===== src/ucp_pkg.sv =====
`default_nettype none
// -----------------------------------------------------------------------------
// ucp_pkg
// Shared widths, codes and controller/datapath signal groups of the upload
// chunk planner.
// -----------------------------------------------------------------------------
package ucp_pkg;

	localparam int MAX_COMMANDS = 64;

	localparam int IMG_W   = 13;
	localparam int LAYER_W = 7;
	localparam int BPP_W   = 5;
	localparam int LIMIT_W = 29;
	localparam int ROWB_W  = IMG_W + BPP_W;     // bytes in one row
	localparam int LAYB_W  = ROWB_W + IMG_W;    // bytes in one layer
	localparam int DIV_W   = LAYB_W;            // covers LIMIT_W as well
	localparam int CMDS_W  = IMG_W + LAYER_W;   // bands * layers

	localparam int FLAYER_W = 6;
	localparam int FROW_W   = 12;

	typedef logic [IMG_W-1:0]   img_t;
	typedef logic [LAYER_W-1:0] layer_t;
	typedef logic [BPP_W-1:0]   bpp_t;
	typedef logic [LIMIT_W-1:0] limit_t;
	typedef logic [ROWB_W-1:0]  rowb_t;
	typedef logic [LAYB_W-1:0]  layb_t;
	typedef logic [DIV_W-1:0]   div_t;
	typedef logic [CMDS_W-1:0]  cmds_t;

	localparam limit_t CHUNK_RESET = limit_t'(16 * 1024 * 1024);

	typedef enum logic [1:0] {
		ST_OK        = 2'd0,
		ST_BAD_ARGS  = 2'd1,
		ST_ROW_BIG   = 2'd2,
		ST_TOO_MANY  = 2'd3
	} status_t;

	typedef enum logic [1:0] {
		DIV_LAYER = 2'd0,   // limit / layer bytes
		DIV_ROW   = 2'd1,   // limit / row bytes
		DIV_BANDS = 2'd2    // ceil(height / rows per band)
	} div_sel_t;

	typedef struct packed {
		img_t   image_width;
		img_t   image_height;
		layer_t layer_total;
		bpp_t   bytes_per_texel;
	} req_t;

	typedef struct packed {
		logic [FLAYER_W-1:0] first_layer;
		logic [LAYER_W-1:0]  layer_span;
		logic [FROW_W-1:0]   first_row;
		logic [IMG_W-1:0]    row_span;
		logic                last;
		status_t             status;
	} chunk_t;

	// controller -> datapath
	typedef struct packed {
		logic     load;
		logic     mul_row;
		logic     mul_layer;
		logic     div_start;
		div_sel_t div_sel;
		logic     take_quo;
		logic     set_n_all;
		logic     mul_ncmd;
		logic     emit_init;
		logic     emit;
		logic     emit_err;
		status_t  err_code;
		logic     row_mode;
	} ctl_t;

	// datapath -> controller
	typedef struct packed {
		logic bad_args;
		logic fits;
		logic layer_zero;
		logic row_big;
		logic div_done;
		logic too_many;
		logic last_cmd;
		logic out_free;
	} stat_t;

endpackage
`default_nettype wire


===== src/ucp_req_if.sv =====
`default_nettype none
// -----------------------------------------------------------------------------
// ucp_req_if
// Request channel: one image transfer to be planned.
// -----------------------------------------------------------------------------
interface ucp_req_if;
	logic                       valid;
	logic                       ready;
	logic [ucp_pkg::IMG_W-1:0]   image_width;
	logic [ucp_pkg::IMG_W-1:0]   image_height;
	logic [ucp_pkg::LAYER_W-1:0] layer_total;
	logic [ucp_pkg::BPP_W-1:0]   bytes_per_texel;

	modport source (output valid, image_width, image_height, layer_total,
		bytes_per_texel, input ready);
	modport sink (input valid, image_width, image_height, layer_total,
		bytes_per_texel, output ready);
endinterface
`default_nettype wire


===== src/ucp_chunk_if.sv =====
`default_nettype none
// -----------------------------------------------------------------------------
// ucp_chunk_if
// Result channel: one chunk command or one error result.
// -----------------------------------------------------------------------------
interface ucp_chunk_if;
	logic                         valid;
	logic                         ready;
	logic [ucp_pkg::FLAYER_W-1:0] first_layer;
	logic [ucp_pkg::LAYER_W-1:0]  layer_span;
	logic [ucp_pkg::FROW_W-1:0]   first_row;
	logic [ucp_pkg::IMG_W-1:0]    row_span;
	logic                         last;
	logic [1:0]                   status;

	modport source (output valid, first_layer, layer_span, first_row, row_span,
		last, status, input ready);
	modport sink (input valid, first_layer, layer_span, first_row, row_span,
		last, status, output ready);
endinterface
`default_nettype wire


===== src/ucp_cfg_if.sv =====
`default_nettype none
// -----------------------------------------------------------------------------
// ucp_cfg_if
// Configuration write channel for the chunk byte limit.
// -----------------------------------------------------------------------------
interface ucp_cfg_if;
	logic                        valid;
	logic                        ready;
	logic [ucp_pkg::LIMIT_W-1:0] max_chunk_bytes;

	modport source (output valid, max_chunk_bytes, input ready);
	modport sink (input valid, max_chunk_bytes, output ready);
endinterface
`default_nettype wire


===== src/upload_chunk_planner_unit.sv =====
`default_nettype none
// Sequence: argument and row-size errors follow the row and layer byte products
//   and the check; grouped layers give their first command after one divide (none
//   if a layer has zero bytes), row bands after two divides; a plan-size error likewise.
// Throughput: one command per cycle while the result side takes them; the next
//   request is taken once the final command sits in the output register.
// Reset: limit returns to 16 MiB, sequencer idle, output register empty.
// -----------------------------------------------------------------------------
// upload_chunk_planner_unit
// Splits an image upload into chunk commands no larger than the byte limit.
// -----------------------------------------------------------------------------
module upload_chunk_planner_unit (
	input  wire logic clk,
	input  wire logic arst_n,
	ucp_cfg_if.sink   cfg,
	ucp_req_if.sink   req,
	ucp_chunk_if.source chunk
);

	ucp_pkg::ctl_t   ctl;
	ucp_pkg::stat_t  st;
	ucp_pkg::req_t   req_data;
	ucp_pkg::chunk_t cmd_data;
	logic            out_valid;
	logic            req_ready;

	assign cfg.ready = 1'b1;
	assign req.ready = req_ready;

	always_comb begin
		req_data.image_width     = req.image_width;
		req_data.image_height    = req.image_height;
		req_data.layer_total     = req.layer_total;
		req_data.bytes_per_texel = req.bytes_per_texel;
	end

	ucp_ctrl u_ctrl (
		.clk       (clk),
		.arst_n    (arst_n),
		.req_valid (req.valid),
		.req_ready (req_ready),
		.st        (st),
		.ctl       (ctl)
	);

	ucp_datapath u_dp (
		.clk       (clk),
		.arst_n    (arst_n),
		.cfg_we    (cfg.valid),
		.cfg_data  (cfg.max_chunk_bytes),
		.req       (req_data),
		.ctl       (ctl),
		.st        (st),
		.out_valid (out_valid),
		.cmd_data  (cmd_data),
		.out_ready (chunk.ready)
	);

	assign chunk.valid       = out_valid;
	assign chunk.first_layer = cmd_data.first_layer;
	assign chunk.layer_span  = cmd_data.layer_span;
	assign chunk.first_row   = cmd_data.first_row;
	assign chunk.row_span    = cmd_data.row_span;
	assign chunk.last        = cmd_data.last;
	assign chunk.status      = cmd_data.status;

endmodule
`default_nettype wire


===== src/ucp_div.sv =====
`default_nettype none
// -----------------------------------------------------------------------------
// ucp_div
// Restoring unsigned divider, one quotient bit per cycle.
// -----------------------------------------------------------------------------
module ucp_div (
	input  wire logic          clk,
	input  wire logic          arst_n,
	input  wire logic          start,
	input  wire ucp_pkg::div_t dividend,
	input  wire ucp_pkg::div_t divisor,
	output logic               busy,
	output logic               done,
	output ucp_pkg::div_t      quotient
);

	localparam int DW    = ucp_pkg::DIV_W;
	localparam int CNT_W = $clog2(DW);

	logic [CNT_W-1:0] cnt_q;
	logic             busy_q;
	logic             done_q;
	logic [DW-1:0]    rem_q;
	logic [DW-1:0]    quo_q;
	logic [DW-1:0]    dvs_q;

	logic [DW:0]   trial;
	logic [DW+1:0] diff;
	logic          ge;

	always_comb begin
		trial = {rem_q, quo_q[DW-1]};
		diff  = {1'b0, trial} - {2'b00, dvs_q};
		ge    = !diff[DW+1];
	end

	always_ff @(posedge clk or negedge arst_n) begin
		if (!arst_n) begin
			busy_q <= 1'b0;
			done_q <= 1'b0;
			cnt_q  <= '0;
		end else begin
			done_q <= 1'b0;
			if (start) begin
				busy_q <= 1'b1;
				cnt_q  <= '0;
			end else if (busy_q) begin
				if (cnt_q == CNT_W'(DW - 1)) begin
					busy_q <= 1'b0;
					done_q <= 1'b1;
				end
				cnt_q <= cnt_q + 1'b1;
			end
		end
	end

	// remainder stays below the divisor, so DW bits hold it
	always_ff @(posedge clk) begin
		if (start) begin
			rem_q <= '0;
			quo_q <= dividend;
			dvs_q <= divisor;
		end else if (busy_q) begin
			rem_q <= ge ? diff[DW-1:0] : trial[DW-1:0];
			quo_q <= {quo_q[DW-2:0], ge};
		end
	end

	assign busy     = busy_q;
	assign done     = done_q;
	assign quotient = quo_q;

endmodule
`default_nettype wire


===== src/ucp_datapath.sv =====
`default_nettype none
// -----------------------------------------------------------------------------
// ucp_datapath
// Byte counts, divider, plan sizes, command counters and the output register.
// -----------------------------------------------------------------------------
module ucp_datapath (
	input  wire logic            clk,
	input  wire logic            arst_n,
	input  wire logic            cfg_we,
	input  wire ucp_pkg::limit_t cfg_data,
	input  wire ucp_pkg::req_t   req,
	input  wire ucp_pkg::ctl_t   ctl,
	output ucp_pkg::stat_t       st,
	output logic                 out_valid,
	output ucp_pkg::chunk_t      cmd_data,
	input  wire logic            out_ready
);

	localparam int LW = ucp_pkg::LAYER_W;
	localparam int IW = ucp_pkg::IMG_W;
	localparam int DW = ucp_pkg::DIV_W;
	localparam int CW = ucp_pkg::CMDS_W;

	ucp_pkg::limit_t limit_q;
	ucp_pkg::img_t   width_q;
	ucp_pkg::img_t   height_q;
	ucp_pkg::layer_t layers_q;
	ucp_pkg::bpp_t   bpp_q;
	ucp_pkg::rowb_t  row_bytes_q;
	ucp_pkg::layb_t  layer_bytes_q;
	ucp_pkg::layer_t n_q;        // layers per command, saturated
	ucp_pkg::img_t   r_q;        // rows per band, saturated
	ucp_pkg::img_t   bands_q;
	ucp_pkg::cmds_t  ncmd_q;
	logic [LW:0]     l_q;
	ucp_pkg::img_t   y_q;
	logic            out_valid_q;
	ucp_pkg::chunk_t out_q;

	ucp_pkg::div_t dvd;
	ucp_pkg::div_t dvs;
	ucp_pkg::div_t quo;
	logic          div_busy;
	logic          div_done;

	logic [IW:0]   band_top;
	logic [LW:0]   rem_l;
	logic [LW:0]   span_l;
	logic          last_l;
	ucp_pkg::img_t rem_y;
	ucp_pkg::img_t rows_r;
	logic          band_last;
	logic          last_r;
	ucp_pkg::cmds_t layer_cap;
	ucp_pkg::chunk_t cmd_next;

	always_ff @(posedge clk or negedge arst_n) begin
		if (!arst_n) begin
			limit_q <= ucp_pkg::CHUNK_RESET;
		end else if (cfg_we) begin
			limit_q <= cfg_data;
		end
	end

	// divider operand select
	always_comb begin
		band_top = {1'b0, height_q} + {1'b0, r_q} - 1'b1;
		case (ctl.div_sel)
			ucp_pkg::DIV_LAYER: begin
				dvd = DW'(limit_q);
				dvs = DW'(layer_bytes_q);
			end
			ucp_pkg::DIV_ROW: begin
				dvd = DW'(limit_q);
				dvs = DW'(row_bytes_q);
			end
			ucp_pkg::DIV_BANDS: begin
				dvd = DW'(band_top);
				dvs = DW'(r_q);
			end
			default: begin
				dvd = DW'(limit_q);
				dvs = DW'(layer_bytes_q);
			end
		endcase
	end

	ucp_div u_div (
		.clk      (clk),
		.arst_n   (arst_n),
		.start    (ctl.div_start),
		.dividend (dvd),
		.divisor  (dvs),
		.busy     (div_busy),
		.done     (div_done),
		.quotient (quo)
	);

	always_ff @(posedge clk) begin
		if (ctl.load) begin
			width_q  <= req.image_width;
			height_q <= req.image_height;
			layers_q <= req.layer_total;
			bpp_q    <= req.bytes_per_texel;
		end
		if (ctl.mul_row) begin
			row_bytes_q <= ucp_pkg::rowb_t'(width_q) * ucp_pkg::rowb_t'(bpp_q);
		end
		if (ctl.mul_layer) begin
			layer_bytes_q <= ucp_pkg::layb_t'(height_q) * ucp_pkg::layb_t'(row_bytes_q);
		end
		if (ctl.set_n_all) begin
			n_q <= layers_q;
		end
		// quotients beyond the layer count or height act the same as the cap
		if (ctl.take_quo) begin
			case (ctl.div_sel)
				ucp_pkg::DIV_LAYER: n_q <= (|quo[DW-1:LW]) ? '1 : quo[LW-1:0];
				ucp_pkg::DIV_ROW:   r_q <= (|quo[DW-1:IW]) ? '1 : quo[IW-1:0];
				ucp_pkg::DIV_BANDS: bands_q <= quo[IW-1:0];
				default: ;
			endcase
		end
		if (ctl.mul_ncmd) begin
			ncmd_q <= ucp_pkg::cmds_t'(bands_q) * ucp_pkg::cmds_t'(layers_q);
		end
		if (ctl.emit_init) begin
			l_q <= '0;
			y_q <= '0;
		end else if (ctl.emit) begin
			if (!ctl.row_mode) begin
				l_q <= l_q + {1'b0, n_q};
			end else if (band_last) begin
				y_q <= '0;
				l_q <= l_q + 1'b1;
			end else begin
				y_q <= y_q + r_q;
			end
		end
	end

	// current command
	always_comb begin
		rem_l     = {1'b0, layers_q} - l_q;
		span_l    = (rem_l < {1'b0, n_q}) ? rem_l : {1'b0, n_q};
		last_l    = ({1'b0, l_q} + {2'b00, n_q}) >= {2'b00, layers_q};
		rem_y     = height_q - y_q;
		rows_r    = (rem_y < r_q) ? rem_y : r_q;
		band_last = ({1'b0, y_q} + {1'b0, r_q}) >= {1'b0, height_q};
		last_r    = band_last && ((l_q + 1'b1) == {1'b0, layers_q});
		layer_cap = CW'(ucp_pkg::MAX_COMMANDS) * CW'(n_q);

		cmd_next.first_layer = l_q[ucp_pkg::FLAYER_W-1:0];
		cmd_next.status      = ucp_pkg::ST_OK;
		if (ctl.row_mode) begin
			cmd_next.layer_span = LW'(1);
			cmd_next.first_row  = y_q[ucp_pkg::FROW_W-1:0];
			cmd_next.row_span   = rows_r;
			cmd_next.last       = last_r;
		end else begin
			cmd_next.layer_span = span_l[LW-1:0];
			cmd_next.first_row  = '0;
			cmd_next.row_span   = height_q;
			cmd_next.last       = last_l;
		end
	end

	always_ff @(posedge clk or negedge arst_n) begin
		if (!arst_n) begin
			out_valid_q <= 1'b0;
		end else if (ctl.emit || ctl.emit_err) begin
			out_valid_q <= 1'b1;
		end else if (out_ready) begin
			out_valid_q <= 1'b0;
		end
	end

	always_ff @(posedge clk) begin
		if (ctl.emit_err) begin
			out_q             <= '0;
			out_q.last        <= 1'b1;
			out_q.status      <= ctl.err_code;
		end else if (ctl.emit) begin
			out_q <= cmd_next;
		end
	end

	always_comb begin
		st.bad_args   = (layers_q == '0) || (bpp_q == '0);
		st.fits       = layer_bytes_q <= ucp_pkg::layb_t'(limit_q);
		st.layer_zero = layer_bytes_q == '0;
		st.row_big    = ucp_pkg::layb_t'(row_bytes_q) > ucp_pkg::layb_t'(limit_q);
		st.div_done   = div_done;
		st.too_many   = ctl.row_mode ? (ncmd_q > CW'(ucp_pkg::MAX_COMMANDS))
		                             : (CW'(layers_q) > layer_cap);
		st.last_cmd   = ctl.row_mode ? last_r : last_l;
		st.out_free   = !out_valid_q || out_ready;
	end

	assign out_valid = out_valid_q;
	assign cmd_data  = out_q;

	a_div_idle: assert property (@(posedge clk) disable iff (!arst_n)
		ctl.div_start |-> !div_busy)
		else $error("divider started while busy");

	a_rows_nonzero: assert property (@(posedge clk) disable iff (!arst_n)
		(div_done && ctl.take_quo && ctl.div_sel == ucp_pkg::DIV_ROW) |-> (quo != '0))
		else $error("zero rows per band");

	a_emit_range: assert property (@(posedge clk) disable iff (!arst_n)
		ctl.emit |-> (l_q < {1'b0, layers_q}))
		else $error("command beyond last layer");

	a_err_last: assert property (@(posedge clk) disable iff (!arst_n)
		(out_valid_q && out_q.status != ucp_pkg::ST_OK) |-> out_q.last)
		else $error("error result without last");

endmodule
`default_nettype wire


===== src/ucp_ctrl.sv =====
`default_nettype none
// -----------------------------------------------------------------------------
// ucp_ctrl
// Sequencer for one request: sizes, divides, plan check, command issue.
// -----------------------------------------------------------------------------
module ucp_ctrl (
	input  wire logic           clk,
	input  wire logic           arst_n,
	input  wire logic           req_valid,
	output logic                req_ready,
	input  wire ucp_pkg::stat_t st,
	output ucp_pkg::ctl_t       ctl
);

	typedef enum logic [3:0] {
		S_IDLE,
		S_MUL_ROW,
		S_MUL_LAYER,
		S_CHECK,
		S_DIV_LAYER,
		S_DIV_ROW,
		S_BANDS,
		S_DIV_BANDS,
		S_NCMD,
		S_COUNT,
		S_EMIT,
		S_ERR
	} state_t;

	state_t            state_q;
	logic              row_mode_q;
	ucp_pkg::status_t  err_q;

	always_comb begin
		ctl          = '0;
		ctl.row_mode = row_mode_q;
		ctl.err_code = err_q;
		ctl.div_sel  = ucp_pkg::DIV_LAYER;
		case (state_q)
			S_IDLE:      ctl.load = req_valid;
			S_MUL_ROW:   ctl.mul_row = 1'b1;
			S_MUL_LAYER: ctl.mul_layer = 1'b1;
			S_CHECK: begin
				if (!st.bad_args && st.fits) begin
					ctl.set_n_all = st.layer_zero;
					ctl.div_start = !st.layer_zero;
				end else if (!st.bad_args && !st.row_big) begin
					ctl.div_sel   = ucp_pkg::DIV_ROW;
					ctl.div_start = 1'b1;
				end
			end
			S_DIV_LAYER: ctl.take_quo = st.div_done;
			S_DIV_ROW: begin
				ctl.div_sel  = ucp_pkg::DIV_ROW;
				ctl.take_quo = st.div_done;
			end
			S_BANDS: begin
				ctl.div_sel   = ucp_pkg::DIV_BANDS;
				ctl.div_start = 1'b1;
			end
			S_DIV_BANDS: begin
				ctl.div_sel  = ucp_pkg::DIV_BANDS;
				ctl.take_quo = st.div_done;
			end
			S_NCMD:  ctl.mul_ncmd = 1'b1;
			S_COUNT: ctl.emit_init = !st.too_many;
			S_EMIT:  ctl.emit = st.out_free;
			S_ERR:   ctl.emit_err = st.out_free;
			default: ;
		endcase
	end

	always_ff @(posedge clk or negedge arst_n) begin
		if (!arst_n) begin
			state_q    <= S_IDLE;
			row_mode_q <= 1'b0;
			err_q      <= ucp_pkg::ST_OK;
		end else begin
			case (state_q)
				S_IDLE: if (req_valid) state_q <= S_MUL_ROW;
				S_MUL_ROW:   state_q <= S_MUL_LAYER;
				S_MUL_LAYER: state_q <= S_CHECK;
				S_CHECK: begin
					if (st.bad_args) begin
						err_q   <= ucp_pkg::ST_BAD_ARGS;
						state_q <= S_ERR;
					end else if (st.fits) begin
						row_mode_q <= 1'b0;
						state_q    <= st.layer_zero ? S_COUNT : S_DIV_LAYER;
					end else if (st.row_big) begin
						err_q   <= ucp_pkg::ST_ROW_BIG;
						state_q <= S_ERR;
					end else begin
						row_mode_q <= 1'b1;
						state_q    <= S_DIV_ROW;
					end
				end
				S_DIV_LAYER: if (st.div_done) state_q <= S_COUNT;
				S_DIV_ROW:   if (st.div_done) state_q <= S_BANDS;
				S_BANDS:     state_q <= S_DIV_BANDS;
				S_DIV_BANDS: if (st.div_done) state_q <= S_NCMD;
				S_NCMD:      state_q <= S_COUNT;
				S_COUNT: begin
					if (st.too_many) begin
						err_q   <= ucp_pkg::ST_TOO_MANY;
						state_q <= S_ERR;
					end else begin
						state_q <= S_EMIT;
					end
				end
				S_EMIT: if (st.out_free && st.last_cmd) state_q <= S_IDLE;
				S_ERR:  if (st.out_free) state_q <= S_IDLE;
				default: state_q <= S_IDLE;
			endcase
		end
	end

	assign req_ready = (state_q == S_IDLE);

endmodule
`default_nettype wire

===== src/flat_wrapper.sv =====
// flat-port wrapper written by rule: the top's interface ports become plain ports
module upload_chunk_planner_unit_flat 
  (clk, arst_n, cfg_valid, cfg_max_chunk_bytes, cfg_ready, req_valid, req_image_width, req_image_height, req_layer_total, req_bytes_per_texel, req_ready, chunk_valid, chunk_first_layer, chunk_layer_span, chunk_first_row, chunk_row_span, chunk_last, chunk_status, chunk_ready);
  ucp_cfg_if cfg_i ();
  ucp_req_if req_i ();
  ucp_chunk_if chunk_i ();
  input  wire logic clk;
  input  wire logic arst_n;
  input wire logic [$bits(cfg_i.valid)-1:0] cfg_valid;
  input wire logic [$bits(cfg_i.max_chunk_bytes)-1:0] cfg_max_chunk_bytes;
  output wire logic [$bits(cfg_i.ready)-1:0] cfg_ready;
  input wire logic [$bits(req_i.valid)-1:0] req_valid;
  input wire logic [$bits(req_i.image_width)-1:0] req_image_width;
  input wire logic [$bits(req_i.image_height)-1:0] req_image_height;
  input wire logic [$bits(req_i.layer_total)-1:0] req_layer_total;
  input wire logic [$bits(req_i.bytes_per_texel)-1:0] req_bytes_per_texel;
  output wire logic [$bits(req_i.ready)-1:0] req_ready;
  output wire logic [$bits(chunk_i.valid)-1:0] chunk_valid;
  output wire logic [$bits(chunk_i.first_layer)-1:0] chunk_first_layer;
  output wire logic [$bits(chunk_i.layer_span)-1:0] chunk_layer_span;
  output wire logic [$bits(chunk_i.first_row)-1:0] chunk_first_row;
  output wire logic [$bits(chunk_i.row_span)-1:0] chunk_row_span;
  output wire logic [$bits(chunk_i.last)-1:0] chunk_last;
  output wire logic [$bits(chunk_i.status)-1:0] chunk_status;
  input wire logic [$bits(chunk_i.ready)-1:0] chunk_ready;
  assign cfg_i.valid = cfg_valid;
  assign cfg_i.max_chunk_bytes = cfg_max_chunk_bytes;
  assign cfg_ready = cfg_i.ready;
  assign req_i.valid = req_valid;
  assign req_i.image_width = req_image_width;
  assign req_i.image_height = req_image_height;
  assign req_i.layer_total = req_layer_total;
  assign req_i.bytes_per_texel = req_bytes_per_texel;
  assign req_ready = req_i.ready;
  assign chunk_valid = chunk_i.valid;
  assign chunk_first_layer = chunk_i.first_layer;
  assign chunk_layer_span = chunk_i.layer_span;
  assign chunk_first_row = chunk_i.first_row;
  assign chunk_row_span = chunk_i.row_span;
  assign chunk_last = chunk_i.last;
  assign chunk_status = chunk_i.status;
  assign chunk_i.ready = chunk_ready;
  upload_chunk_planner_unit u_core (.clk(clk), .arst_n(arst_n), .cfg(cfg_i), .req(req_i), .chunk(chunk_i));
endmodule

===== config.mk =====
export PLATFORM = sky130hd
export DESIGN_NAME = upload_chunk_planner_unit_flat
export DESIGN_NICKNAME = d
export VERILOG_FILES = /design/src/ucp_pkg.sv /design/src/ucp_req_if.sv /design/src/ucp_chunk_if.sv /design/src/ucp_cfg_if.sv /design/src/upload_chunk_planner_unit.sv /design/src/ucp_div.sv /design/src/ucp_datapath.sv /design/src/ucp_ctrl.sv /design/src/flat_wrapper.sv
export SDC_FILE = /design/constraint.sdc
export NUM_CORES = 2
export LEC_CHECK = 0
export BUFFER_PORTS_ARGS = -buffer_cell sky130_fd_sc_hd__clkbuf_2
export CORE_ASPECT_RATIO = 0.6
export CORE_MARGIN = 3
export CORE_UTILIZATION = 40
export DETAILED_ROUTE_END_ITERATION = 6
export GPL_TIMING_DRIVEN = 1
export SLEW_MARGIN = 20
export SYNTH_ARGS = -nofsm -noshare
export SYNTH_HDL_FRONTEND = slang
export SYNTH_SLANG_ARGS = --single-unit

===== constraint.sdc =====
create_clock -name clk -period 6.9 [get_ports clk]
set_clock_uncertainty 0.15 [all_clocks]
set_input_delay 0.345 -clock clk [delete_from_list [all_inputs] [get_ports clk]]
set_output_delay 0.345 -clock clk [all_outputs]
set_load 0.02 [all_outputs]

# After elaboration in Yosys (flattened, before gate mapping)
# Cells that the tools add are included.
# Widths: inputs -> output; s select.
# op_classes
add_sub_neg,11
n_mul,3
order_cmp,8
n_eq_ne,26
mux,63
bitwise_logic,1
reduce_logical,33
# ops
op,n
$mux 31,3
$pmux 31 s2,1
$pmux 4 s12,1
$mux 4,10
$mux 7,5
$mux 33,1
$sub 32x31->33,1
$le 31x29->1,1
$logic_not 31->1,1
$mul 13x18->31,1
$gt 18x29->1,1
$mux 29,1
$add 13x13->14,2
$mux 13,2
$mux 1,24
$reduce_or 24->1,1
$gt 20x7->1 const B,1
$mul 13x7->20,1
$mul 13x5->18,1
$reduce_or 18->1,1
$eq 4x3->1 const B,4
$eq 4x4->1 const B,4
$mux 8,2
$ne 2x2->1 const B,8
other kinds (42),67
# totals
regBits,339
input_bits,72
word_cells,174

# Longest topological paths before layout
# depth
ltp_word,10
mapped_depth,24

# Hierarchy
# Synthesis repeated with hierarchy kept, for this count alone.
# hier_totals
cells_unflattened,3452
area_unflattened_um2,31961.9
# modules_own_cells
module,n_inst,cells_each,area_each_um2,seq_area_each_um2
ucp_datapath,1,2790,25565.8,6147.1
ucp_div,1,585,5786.8,2657.5
ucp_ctrl,1,75,598.1,175.2
upload_chunk_planner_unit,1,2,11.3,0.0

# Worst setup path before layout
# Ideal clock, no wire load.
# synth_timing
path_kind,flip-flop to flip-flop
start,reg u_core.u_dp.row_bytes_q[7]
end,"reg u_core.u_dp.layer_bytes_q[30], data pin"
setup_time_ps,260
arrival_ps,5865
required_time_ps,6490
setup_slack_ps,625
stages_incl_launch_ff,23
n_path_buf,1
period_less_slack_ps,6275
cell_sequence,edfxtp_1 > clkbuf_1 > and2_1 > fa_1 > inv_1 > fa_1 > inv_1 > fa_1 > fa_1 > inv_1 > fa_1 > inv_1 > ha_1 > or3_1 > o21bai_1 > a31oi_2 > o41ai_1 > and3_1 > or4_4 > and4b_1 > o31a_1 > nor2_2 > xnor2_1
# synth_via
elab_chain_cells,1
# synth_rtl
item,line,source
"start, declared",ucp_datapath.sv:29,ucp_pkg::rowb_t row_bytes_q;
"start signal, assigned",ucp_datapath.sv:107,row_bytes_q <= ucp_pkg::rowb_t'(width_q) * ucp_pkg::rowb_t'(bpp_q);
$mul 13x18->31,ucp_datapath.sv:110,layer_bytes_q <= ucp_pkg::layb_t'(height_q) * ucp_pkg::layb_t'(row_bytes_q);
"end signal, assigned",ucp_datapath.sv:110,
"end, declared",ucp_datapath.sv:30,ucp_pkg::layb_t layer_bytes_q;
# Every way passes these cells.
# A chain may end at the register's enable or synchronous reset.

# Final worst setup path
# layout_timing
start,reg u_core.u_dp.height_q[3]
end,"reg u_core.u_dp.layer_bytes_q[30], data pin"
# layout_via
elab_chain_cells,1
# layout_rtl
item,line,source
"start, declared",ucp_datapath.sv:26,ucp_pkg::img_t height_q;
"start signal, assigned",ucp_datapath.sv:102,height_q <= req.image_height;
$mul 13x18->31,ucp_datapath.sv:110,
# Every way passes these cells.

==> impl_metrics.py <==
metrics = {
    "critical_path": {
        "startpoint_type": "register",
        "required_ns": 7.06,
        "worstSetupEndpointType": "register",
        "path_delay_family": "adder cells",
        "critPathBufInv": 4,
        "max_stage_delay_ns": 0.60,
        "crit_top_cell": "fa_1",
        "path_max_fanout": 14,
        "cp_slowest_cell": "edfxtp_1",
        "crit_chain": "and2_1 > fa_1 > inv_1 > fa_1 > inv_1 > fa_1 > inv_1 > fa_1 > fa_1 > inv_1 > ha_1 > or3_1 > o21bai_1 > a31oi_2 > o41ai_1 > and3_1 > or4_4 > and4b_1 > o31a_1 > nor2_2 > xnor2_1",
        "critPathKind": "register to register",
        "arrival_ns": 6.68,
    },
    "timing": {
        "tightest_slew_ns": 1.03,
        "fin_setup_tns_ns": 0,
        "setup_viol": 0,
        "max_freq_mhz": 153,
        "fin_crit_sh": 0.945,
        "period_needed_ns": 6.52,
        "fin_ws_ns": 0.381,
        "slew_violations": 0,
        "slew_headroom": 0.296,
        "hold_viol": 0,
        "rsz0062_at_grt": "false",
    },
    "die": {
        "start_util": 0.410,
        "fp-row-count": 78,
        "die_x_um": 368,
        "coreArea_mm2": 0.0766,
        "die_area_mm2": 0.0820,
        "boundaryPins": 116,
        "die_y_um": 223,
    },
    "cts": {
        "cts_setup_buffers": 0,
        "clkTransAtPathRegs_ns": 0.07,
        "cts_sinks": 339,
        "cts_root_buf": "clkbuf_16",
        "htreeDepth": 2,
        "cts_made_buffers": 38,
        "clock_latency_ns": 0.58,
        "cts_buffer_depth": 3,
        "cts_tree": "built",
    },
    "finish": {
        "final_area_mm2": 0.0352,
        "drive_above_1_share": 0.0808,
        "fin_nets": 4225,
        "antennaDiodeCount": 0,
        "synthToLayoutAreaGrowth_pct": 12.1,
        "utilization": 0.459,
    },
    "yosys": {
        "synth_most_common_cell": "inv_1",
        "ys_seq_area_frac": 0.286,
        "async_flop_share": 0.130,
        "ys_types": 93,
        "synth_nets": 4073,
        "yosys.area.top_type": "edfxtp_1",
        "synth_area_leaders": "edfxtp_1, fa_1, ha_1",
        "netlist_area_mm2": 0.0314,
        "synth_seq_cells": 339,
        "synth.top_cell.area_share": 0.188,
        "syn_avg_cell_area_um2": 9.22,
        "ys.flop_type": "edfxtp_1",
        "synthTopCellsByCount": "inv_1, nand2_1, ha_1",
        "syn_inst": 3405,
        "yosysWarningCount": 0,
        "synth_edf_count": 197,
    },
    "global_routing": {
        "track_usage": 0.213,
        "overflow": 0,
        "first_global_vias": 23308,
        "grt_first_pass_wirelength_um": 138000,
        "grt_max_degree": 71,
        "antenna_found_initial": 1,
    },
    "routing": {
        "antenna_left": 0,
        "post-route-drc-count": 0,
        "viasPerCell": 5.19,
        "first_iter_violations": 2417,
        "vias": 24014,
        "wl_per_cell_um": 18.8,
        "wl_um": 86900,
        "drt_pass1_iterations": 5,
    },
    "hold_path": {
        "hold_class": "primary input to register",
    },
    "place": {
        "dp_worst_setup_slack_ns": 0.346,
        "dpl-instance-area_mm2": 0.0332,
        "gp_congestion": 0.887,
        "portBuffers": 114,
        "hpwl_um": 69300,
    },
    "status": {
        "outcome": "completed",
    },
    "flow_run": {
        "cap_violations": 0,
    },
}
[worst reg2reg max path, cell delays in order, from the launching register on]
cell and delay [ns]:
edfxtp_1 0.60, and2_1 0.25, fa_1 0.53, inv_1 0.06, fa_1 0.53, inv_1 0.05, fa_1 0.49, inv_1 0.05
fa_1 0.47, fa_1 0.54, inv_1 0.04, ha_1 0.21, or3_1 0.36, o21bai_1 0.20, a31oi_2 0.22, o41ai_1 0.13
and3_1 0.20, or4_4 0.49, and4b_1 0.24, o31a_1 0.29, nor2_2 0.09, xnor2_1 0.06
[layer usage]
layer  track usage  share of wire  vias up
met2         0.264           0.35      886
met3        0.0650           0.11       84
met1         0.349           0.52    11385
met5        0.0140         0.0018        -
met4        0.0380          0.016        2
li1              -              -    11657
[through the flow]
step	instances	hold WS, ns
finish	4627	0.0369
global route	4627	0.0468
CTS	4627	0.00721
detailed placement	4489	0.298
global placement	4489	0.288
floorplan	3405	-0.101
[timing repair]
item | CTS | global route
endpoints found under the setup margin | 0 | 2
gates resized for setup | 0 | 1
endpoints found under the hold margin | 110 | 0
hold buffers | 68 | 0
[area by class of cell]
| type | instances | area, um^2 |
|---|---|---|
| Tap cell | 1040 | 1300 |
| Clock buffer | 48 | 1070 |
| Clock inverter | 22 | 213 |
| Timing Repair Buffer | 236 | 1660 |
| Sequential cell | 339 | 8980 |
| Multi-Input combinational cell | 2412 | 20000 |
| Inverter | 530 | 1990 |
| Fill cell | 7334 | 41400 |
[cell families (layout without fill, tap and decap cells)]
logic type,count (synthesis),after routing,synth area share
simple gates,1027,1027,0.158
other cells,1,1,0.000119
mux,38,38,0.0123
xor+xnor,124,124,0.0346
buf+inv,654,836,0.0798
compound gates,625,625,0.127
fa+ha+maj,597,597,0.302
flops,339,339,0.286
[flip-flops by register name (all words and copies together), names as in the netlist, 2 cells and up]
| register | count |
|---|---|
| u_core.u_ctrl.err_q | 2 |
| u_core.u_dp.u_div.quotient | 31 |
| u_core.u_dp.layers_q | 7 |
| u_core.u_dp.layer_bytes_q | 31 |
| u_core.u_dp.cmd_data | 41 |
| u_core.u_dp.ncmd_q | 20 |
| u_core.u_ctrl.state_q | 4 |
| u_core.u_dp.n_q | 7 |
| u_core.u_dp.u_div.rem_q | 31 |
| u_core.u_dp.u_div.cnt_q | 5 |
| u_core.u_dp.r_q | 13 |
| u_core.u_dp.u_div.dvs_q | 31 |
| u_core.u_dp.limit_q | 29 |
| u_core.u_dp.row_bytes_q | 18 |
| u_core.u_dp.bpp_q | 5 |
| u_core.u_dp.y_q | 13 |
| u_core.u_dp.l_q | 8 |
| u_core.u_dp.width_q | 13 |
| u_core.u_dp.height_q | 13 |
| u_core.u_dp.bands_q | 13 |
[cells in the final DEF (no fill, tap or decap), types with 114 or more instances in the layout]
| cell | instances |
|---|---|
| nand2_1 | 363 |
| clkbuf_2 | 114 |
| inv_1 | 527 |
| fa_1 | 269 |
| ha_1 | 327 |
| and2_1 | 175 |
| edfxtp_1 | 197 |
| a21oi_1 | 191 |
| nor2_1 | 201 |
| o21ai_0 | 154 |
[worst paths after layout]
path	start	to	slack [ns]	depth (start not counted)
max	u_core.u_dp.height_q[3]	u_core.u_dp.layer_bytes_q[30]	0.38	21
min	chunk_ready	u_core.u_dp.out_valid	0.04	3
max reg2reg	u_core.u_dp.height_q[3]	u_core.u_dp.layer_bytes_q[30]	0.38	21
min reg2reg	u_core.u_dp.cmd_data[35]	u_core.u_dp.cmd_data[35]	0.30	2
max in group asynchronous	arst_n	u_core.u_dp.limit_q[23]	5.85	3
min in group asynchronous	arst_n	u_core.u_ctrl.err_q[0]	0.26	3
Power is not shown: default switching activity piles up to over one toggle a cycle in this logic, so the estimate is an artifact.
